## src/rtl/wrc_queue.sv

```systemverilog
// ----------------------------------------------------------------------------
// wrc_queue
// Four-entry command queue between the front end and the back end.
// ----------------------------------------------------------------------------
module wrc_queue #(
    parameter int WIDTH = 23
) (
    input  logic             i_clk,
    input  logic             i_rst_n,
    input  logic             i_push,
    input  logic [WIDTH-1:0] i_data,
    input  logic             i_pop,
    output logic [WIDTH-1:0] o_data,
    output logic             o_full,
    output logic             o_empty
);

    localparam int DEPTH = 4;
    localparam int PW    = $clog2(DEPTH);

    logic [WIDTH-1:0] r_entry [DEPTH];
    logic [PW-1:0]    r_wr_ptr;
    logic [PW-1:0]    r_rd_ptr;
    logic [PW:0]      r_count;
    logic [PW:0]      n_count;

    assign o_data  = r_entry[r_rd_ptr];
    assign o_full  = (r_count == (PW+1)'(DEPTH));
    assign o_empty = (r_count == '0);

    always_comb begin
        n_count = r_count;
        if (i_push && !i_pop) begin
            n_count = r_count + (PW+1)'(1);
        end else if (!i_push && i_pop) begin
            n_count = r_count - (PW+1)'(1);
        end
    end

    always_ff @(posedge i_clk) begin
        if (i_push) begin
            r_entry[r_wr_ptr] <= i_data;
        end
    end

    always_ff @(posedge i_clk) begin
        if (!i_rst_n) begin
            r_wr_ptr <= '0;
            r_rd_ptr <= '0;
            r_count  <= '0;
        end else begin
            if (i_push) begin
                r_wr_ptr <= r_wr_ptr + PW'(1);
            end
            if (i_pop) begin
                r_rd_ptr <= r_rd_ptr + PW'(1);
            end
            r_count <= n_count;
        end
    end

endmodule

```

## config.mk

```make
export PLATFORM = sky130hd
export DESIGN_NAME = wrc_queue
export DESIGN_NICKNAME = d
export VERILOG_FILES = /design/src/rtl/wrc_queue.sv
export SDC_FILE = /design/constraint.sdc
export NUM_CORES = 1
export LEC_CHECK = 0
export BUFFER_PORTS_ARGS = -buffer_cell sky130_fd_sc_hd__buf_2
export CAP_MARGIN = 40
export CORE_MARGIN = 2
export CORE_UTILIZATION = 45
export CTS_CLUSTER_DIAMETER = 30
export DETAILED_ROUTE_END_ITERATION = 10
export PLACE_DENSITY = 0.77
export SETUP_SLACK_MARGIN = 0.4
export SYNTH_ARGS = -nofsm -noshare
export SYNTH_HDL_FRONTEND = slang
export SYNTH_SLANG_ARGS = --single-unit
```

## constraint.sdc

```tcl
create_clock -name i_clk -period 3.4 [get_ports i_clk]
set_input_delay 0.34 -clock i_clk [delete_from_list [all_inputs] [get_ports i_clk]]
set_output_delay 0.34 -clock i_clk [all_outputs]
set_load 0.02 [all_outputs]
```

==> flow_summary.yaml <==
timing:
  worst_pin_slew_ps: 662
  holdWs_ps: 195
  setup_viol: 0
  slew-limit-headroom_pct: 55.8
  min_period_ps: 2270
  rsz0062_at_grt: "false"
  setup_ws_ps: 1130
  finalHoldViolCount: 0
  finClkSkew_ps: 4.48
  setup-tns-final_ps: 0
  fin_crit_sh_pct: 66.7
  slew_viol_final: 0
  clock.fmax_mhz: 441
synthesis:
  syn-num-nets: 196
  synth_cell_type_count: 21
  ys_ff_latch: 101
  synth_area_leaders: "edfxtp_1 (73%), mux4_2 (12%), dfxtp_1 (4.7%), mux4_1 (2.1%), ha_1 (1.6%)"
  syn_area_um2: 3800
  seq_area_frac_synth_pct: 77.5
  syn_inst: 163
  syn_avg_cell_area_um2: 23.3
  yosys_warnings: 0
  yosys.area.top_type_share_pct: 72.7
  yosysTopAreaCell: "edfxtp_1"
cells_and_area:
  areaGrowthSynthToFinish_pct: 15.3
  stdcell_area_um2: 4380
  utilization_pct: 53.3
  layout_commonest_cell: "edfxtp_1"
  antenna_cells: 0
  fin_nets: 259
  drive_above_1_share_pct: 39.8
  final_cell_mix: "edfxtp_1 (92), buf_2 (51), mux4_2 (20), and2_1 (9), clkbuf_8 (9)"
critical_path:
  cp_max_fo: 15
  crit_required_ps: 3060
  critPathArrivalTime_ps: 1930
  critical_path.max_stage_delay_ps: 590
  path_class: "reg -> out"
  worstSetupEndpointType: "primary output"
  worst_path_max_delay_cell: "mux4_1"
  cp-start-kind: "register"
  path_cells: "buf_16 > mux4_1 > buf_2"
  r2r_setup_slack_ps: 1610
global_routing:
  grt.total_usage_pct: 14.5
  gr-total-overflow: 0
  grt_max_degree: 20
  grt_first_pass_wirelength_um: 9270
  grt_pass1_vias: 1783
  antenna_found_initial: 0
clock_network:
  cts.clk_slew.worst_paths_ps: 90
  clockRootBuffer: "clkbuf_8"
  clock_path_buffers: 2
  cts_made_buffers: 9
  insertion_delay_ps: 360
  postCtsSetupRepairBufs: 0
  cts_tree: "built"
  htreeDepth: 3
  hold_buffers: 0
  cts.sinks: 101
  cts_resized: 0
routing:
  dr.pass1.iters: 4
  post-route-drc-count: 0
  wirelength_um: 6020
  vias_per_cell: 5.13
  wl_per_cell_um: 17.9
  drt_iter0_markers: 71
  vias: 1722
  ant_nets: 0
run_status:
  status: "finished clean"
power_and_ir_drop:
  power.leakage_nw: 1.51
  swShare_pct: 23.6
  switchingPower_mw: 0.583
  seqPwrFrac_pct: 58.6
  p_clk_share_pct: 28.9
  pwr-share-comb_pct: 12.4
  ir_drop_v: 0.000319
  cellPowerDensity_nw_per_um2: 565
  p_int_mw: 1.89
placed_design:
  dp_hpwl_um: 3940
  dp_slack_ps: 1480
  placement.io_buffers: 51
  placed_cell_area_um2: 4190
  gp_congestion: 0.649
floorplan:
  die_w_um: 95.9
  start_util_pct: 46.2
  core_um2: 8220
  ios: 52
  rows: 33
  die_area_um2: 9190
  die_h_um: 95.9
job:
  maxCapViolations: 0
worst_hold_path:
  hold_path.class: "in -> reg"
==> area by class of cell <==
cell class / count / area [um2]
clock buffer: 9 / 124
inverter: 4 / 15.0
clock inverter: 7 / 66.3
fill: 632 / 3840
multi-input combinational: 53 / 779
timing repair buffer: 57 / 320
sequential: 101 / 2940
tap: 105 / 131
==> worst paths after layout <==
check / startpoint / endpoint / depth (start not counted)
hold / removal: i_data[19] / r_entry[2][19] / 1
setup reg to reg: r_wr_ptr[0] / r_entry[0][0] / 4
setup / recovery: register / o_data[10] / 3
hold reg to reg: r_count[2] / r_count[2] / 2
==> flip-flops by register name (all words and copies together), names as in the netlist, named ones only <==
| name | flops |
|---|---|
| r_entry | 92 |
| r_count | 3 |
| r_rd_ptr | 2 |
| r_wr_ptr | 2 |
==> power groups by stage <==
stage	Sequential (mW)	Combinational [mW]	Clock (mW)
6_report	1.45	0.308	0.716
5_1_grt	1.46	0.335	0.791
4_1_cts	1.45	0.315	0.735
3_5_place_dp	1.48	0.314	0
3_3_place_gp	1.49	0.293	0
2_1_floorplan	1.47	0.221	0
==> stage by stage <==
step	std cells	total power, mW
6_report	336	2.48
2_1_floorplan	163	1.69
3_5_place_dp	320	1.80
3_3_place_gp	319	1.78
5_1_grt	336	2.59
4_1_cts	336	2.50
==> synth_stat cells <==
library cell / count
fa_1: 1
xor2_1: 3
mux4_1: 3
dfxtp_1: 9
edfxtp_1: 92
or3_1: 1
nand2_1: 1
nor3_1: 1
buf_2: 2
o21ai_0: 1
a21boi_0: 1
inv_1: 4
mux2i_1: 2
xnor2_1: 2
buf_6: 1
buf_12: 2
nor2b_1: 2
ha_1: 5
mux4_2: 20
and2_1: 9
nor3b_1: 1
==> worst max-delay path: cells and delay by family, from the launching register on <==
family	cells	cell delay (ps)
DFF	1	570
buffers and inverters	2	410
muxes	1	590
==> routing by layer <==
layer,GRT usage [%],wire length [um]
met1,19.1,2610
met2,22.2,2940
met3,5.09,381
met4,6.07,85
met5,0,0
==> logic make-up (layout without fill, tap and decap cells) <==
kind of cell,after synthesis,count (layout),synth area share [%]
simple gates,15,15,2.40
compound gates,2,2,0.329
flops,101,101,77.5
buf+inv,9,77,2.01
xor+xnor,5,5,1.15
fa+ha+maj,6,6,2.17
mux,25,25,14.5
Power figures use the tool's default switching activity.
