===== config.mk =====
export PLATFORM = sky130hd
export DESIGN_NAME = wrc_front
export DESIGN_NICKNAME = d
export VERILOG_FILES = /design/src/rtl/wrc_pkg.sv /design/src/rtl/wrc_front.sv
export SDC_FILE = /design/constraint.sdc
export NUM_CORES = 1
export LEC_CHECK = 0
export BUFFER_PORTS_ARGS = -buffer_cell sky130_fd_sc_hd__buf_2
export CORE_UTILIZATION = 42
export CTS_CLUSTER_SIZE = 30
export DETAILED_ROUTE_END_ITERATION = 7
export GPL_ROUTABILITY_DRIVEN = 0
export GPL_TIMING_DRIVEN = 0
export PLACE_DENSITY = 0.82
export SLEW_MARGIN = 20
export SYNTH_ARGS = -nofsm -noshare
export SYNTH_HDL_FRONTEND = slang
export SYNTH_SLANG_ARGS = --single-unit

===== constraint.sdc =====
create_clock -name i_clk -period 2.69 [get_ports i_clk]
set_clock_uncertainty 0.2 [all_clocks]
set_input_delay 0.538 -clock i_clk [delete_from_list [all_inputs] [get_ports i_clk]]
set_output_delay 0.538 -clock i_clk [all_outputs]
set_load 0.01 [all_outputs]

===== src/rtl/wrc_pkg.sv =====
// ----------------------------------------------------------------------------
// wrc_pkg
// Types and constants shared by the weightless RAM classifier modules.
// ----------------------------------------------------------------------------
package wrc_pkg;

    localparam logic       OP_TRAIN          = 1'b0;
    localparam logic       OP_PREDICT        = 1'b1;
    localparam logic [3:0] CLASS_COUNT_RESET = 4'd10;
    localparam logic [7:0] VOTE_MAX          = 8'd255;

    typedef struct packed {
        logic       opcode;
        logic [7:0] tuple_address;
        logic [3:0] class_label;
        logic       last_tuple;
    } t_in;

    typedef struct packed {
        logic [3:0] class_index;
        logic [7:0] vote_count;
        logic       last_class;
    } t_out;

    // decoded tuple command passed from the front end to the back end
    typedef struct packed {
        logic       vote;    // predict tuple inside the RAM range
        logic       mark;    // train tuple inside the RAM range with a valid label
        logic [3:0] label;
        logic       last;    // sample ends here, votes are cleared
        logic       report;  // sample ends on a predict tuple, report all classes
    } t_cmd;

    typedef enum logic [1:0] {
        ST_CLEAR,
        ST_RUN,
        ST_EMIT
    } t_state;

endpackage


===== src/rtl/wrc_front.sv =====
// ----------------------------------------------------------------------------
// wrc_front
// Accepts tuples, tracks the RAM position and decodes each tuple into a
// command with its class-mark memory address.
// ----------------------------------------------------------------------------
module wrc_front #(
    parameter int TUPLE_BITS  = 8,
    parameter int MAX_RAMS    = 128,
    parameter int CLASS_SLOTS = 10,
    parameter int MEM_AW      = 15
) (
    input  logic                i_clk,
    input  logic                i_rst_n,
    input  logic                i_in_valid,
    output logic                o_in_stall,
    input  wrc_pkg::t_in        i_in_data,
    input  logic                i_full,
    input  logic                i_clearing,
    output logic                o_push,
    output wrc_pkg::t_cmd       o_cmd,
    output logic [MEM_AW-1:0]   o_addr
);

    localparam int POS_W   = $clog2(MAX_RAMS + 1);
    localparam int POS_IW  = MEM_AW - TUPLE_BITS;
    localparam int ADDR_XW = (TUPLE_BITS > 8) ? TUPLE_BITS : 8;

    logic [POS_W-1:0]   r_pos;
    logic [POS_W-1:0]   n_pos;
    logic               w_accept;
    logic               w_active;
    logic [ADDR_XW-1:0] w_addr_x;

    assign o_in_stall = i_full | i_clearing;
    assign w_accept   = i_in_valid & ~o_in_stall;
    assign w_active   = (32'(r_pos) < 32'(MAX_RAMS));
    assign w_addr_x   = ADDR_XW'(i_in_data.tuple_address);

    always_comb begin
        o_cmd.vote   = w_active & (i_in_data.opcode == wrc_pkg::OP_PREDICT);
        o_cmd.mark   = w_active & (i_in_data.opcode == wrc_pkg::OP_TRAIN)
                     & (5'(i_in_data.class_label) < 5'(CLASS_SLOTS));
        o_cmd.label  = i_in_data.class_label;
        o_cmd.last   = i_in_data.last_tuple;
        o_cmd.report = i_in_data.last_tuple & (i_in_data.opcode == wrc_pkg::OP_PREDICT);
        o_addr       = {r_pos[POS_IW-1:0], w_addr_x[TUPLE_BITS-1:0]};
        o_push       = w_accept;
    end

    always_comb begin
        n_pos = r_pos;
        if (w_accept) begin
            if (i_in_data.last_tuple) begin
                n_pos = '0;
            end else if (w_active) begin
                n_pos = r_pos + POS_W'(1);
            end
        end
    end

    always_ff @(posedge i_clk) begin
        if (!i_rst_n) begin
            r_pos <= '0;
        end else begin
            r_pos <= n_pos;
        end
    end

endmodule


==> flow_summary.toml <==
[floorplan]
initial_core_util_pct = 46.5
pin_count = 44
rows = 13
dieArea_mm2 = 0.00164
fp.dieW_um = 40.4
die_h_um = 40.4
core-area_mm2 = 0.00133

[detailed_routing]
ant_nets = 0
drt-total-wl_um = 1280
drc = 0
vias = 623
drt_first_pass_iters = 4
vias_per_cell = 4.91
drt_iter0_drc = 12
avgRoutedWirePerCell_um = 10.1

[clock_tree]
path_clk_slew_ns = 0.06
root_buffer = "clkbuf_4"
post_cts_buffers = 0
hold_buffers = 0
cts_tree = "built"
cts_buffers = 3
cts_resized = 0
clkLatencyLatePin_ns = 0.26
numClockSinks = 8
cts_buffer_depth = 2
htree_levels = 1

[timing]
fmax_mhz = 475
setup_ws_ns = 0.583
grt_setup_unrepaired = "false"
hold_viol_final = 0
slew_headroom_pct = 77.0
fin_crit_ns = 2.11
tightestPinTransition_ns = 0.342
finalSetupViolations = 0
hold_ws_ns = 0.296
tns_ns = 0
drv_slew = 0
finalCritPeriodShare_pct = 78.3

[placement]
pre_cts_slack_ns = 0.581
place_inst = 124
hpwlAfterDp_um = 1030
port_buffers = 33

[critical_path]
critPathMaxFanout = 10
arrival_ns = 1.37
cp-end-kind = "output pin"
r2r_cells = 4
reg2reg_from = "r_pos[7]"
crit_type = "input pin to output pin"
crit_path_start_kind = "input pin"
critPathMaxStageDelay_ns = 0.41
path_cells = "buf_2 -> or3b_4 -> buf_6 -> inv_1 -> buf_2"
path_common_cell = "buf_2"
critPathRequiredTime_ns = 1.95
rr_endpoint = "r_pos[3]"
crit_slowest_cell = "or3b_4"
r2r_slack_ns = 1.07

[synth]
ys_warn_count = 0
synth_cell_types = 26
seq_area_frac_synth_pct = 25.8
synth_seq_cells = 8
postSynthAreaPerCell_um2 = 8.17
synth_area_um2 = 621
syn_nets = 96
synthCells = 76

[global_routing]
grt_max_degree = 11
grt_pass1_wl_um = 1750
grt_overflow = 0
antenna_found_initial = 0
grt_use_total_pct = 16.8
grt_pass1_vias = 423

[final_layout]
final_common_cell = "buf_2"
multi_input_area_um2 = 273
largest_reg_flops = 8
layout_common_cells = "buf_2 (33), buf_4 (20), dfxtp_1 (8)"
top_register = "r_pos"
syn_to_final_growth_pct = 33.3
fillCellCount = 129
drive_above_1_share_pct = 53.6
nNetsFinal = 134
fin_cells = 127
regArea_um2 = 160
reg_top3 = "r_pos (8)"
diodes = 0

[power]
power_leakage_nw = 0.408
peakVddDrop_mv = 0.292
power_density_mw_per_mm2 = 333
swShare_pct = 25.7
combPwrFrac_pct = 21.8
switchingPower_mw = 0.0707
pwr-share-seq_pct = 43.7
p_int_mw = 0.205
power_frac_clock_pct = 34.5
total_power_mw = 0.276

[min_path]
whs_endpoint = "r_pos[6]"
hp-class = "flip-flop to flip-flop"
min_path_cells = 2
min-delay-start = "r_pos[6]"

[outcome]
status = "completed"

[run]
maxCapViolations = 0
worst max-delay path by stage:
stage / slack, ns / cells past startpoint / start / end
2_1_floorplan: 0.80 / 3 / i_clearing / o_push
3_3_place_gp: 0.59 / 5 / i_clearing / o_push
3_5_place_dp: 0.58 / 5 / i_clearing / o_push
4_1_cts: 0.58 / 5 / i_clearing / o_push
5_1_grt: 0.55 / 5 / i_clearing / o_push
6_report: 0.58 / 5 / i_clearing / o_push
critical path: cells and delay by family:
kind / cells / cell delay [ns]
buffers and inverters: 4 / 0.41
and+or+nand+nor: 1 / 0.41
power groups by stage:
stage / Sequential (mW) / Clock (mW) / Combinational [mW]
2_1_floorplan: 0.123 / 0 / 0.0375
3_3_place_gp: 0.123 / 0 / 0.0593
3_5_place_dp: 0.123 / 0 / 0.0607
4_1_cts: 0.120 / 0.0978 / 0.0608
5_1_grt: 0.120 / 0.107 / 0.0677
6_report: 0.120 / 0.0952 / 0.0601
metrics by stage:
stage	cell area (um^2)	utilization (%)
global placement	805	60.3
detailed placement	805	60.3
finish	827	62.0
CTS	827	62.0
floorplan	621	-
global route	827	62.0
cells in the mapped netlist:
cell       number  area share, %
a21boi_1        1            1.2
a21oi_1         3            2.4
and2_1          1            1.0
buf_4          20             24
buf_6           1            1.8
clkbuf_1        3            1.8
dfxtp_1         8             26
ha_1            1            2.0
inv_1           4            2.4
mux2i_1         3            4.8
nand2_1         3            1.8
nand3_1         6            4.8
nand3b_1        2            2.4
nand4bb_1       1            1.8
nor2b_1         2            2.0
nor3_1          1           0.81
nor4_1          4            4.0
o21a_1          1            1.2
o21ai_0         2            1.6
o21ba_2         1            1.6
o31ai_1         2            2.4
or2_2           1            1.0
or3_1           1            1.0
or3b_4          1            1.8
or4_1           2            2.4
or4b_1          1            1.6
layer usage:
| layer | share of wire [%] | vias up | global-route usage (%) |
|---|---|---|---|
| li1 | - | 319 | - |
| met2 | 49 | 34 | 29.0 |
| met1 | 39 | 268 | 17.8 |
| met3 | 9.3 | 2 | 3.33 |
| met5 | 0 | - | 0 |
| met4 | 2.1 | 0 | 12.5 |
kinds of logic (layout without fill, tap and decap cells):
kind of cell	Yosys count	in the layout	synth area share [%]
AO/OA/AOI/OAI	10	10	10.5
adder cells (fa/ha/maj)	1	1	2.02
buffers and inverters	28	64	30.2
flip-flops	8	8	25.8
multiplexers	3	3	4.84
AND/OR/NAND/NOR	26	26	26.6
area by class of cell:
type	count	share of cell area [%]
multi-input combinational	40	33.0
buffer	24	20.9
timing repair buffer	33	20.0
sequential	8	19.4
clock buffer	3	2.72
tap	15	2.27
inverter	4	1.82
No activity file was read; power rests on OpenSTA's default activity.
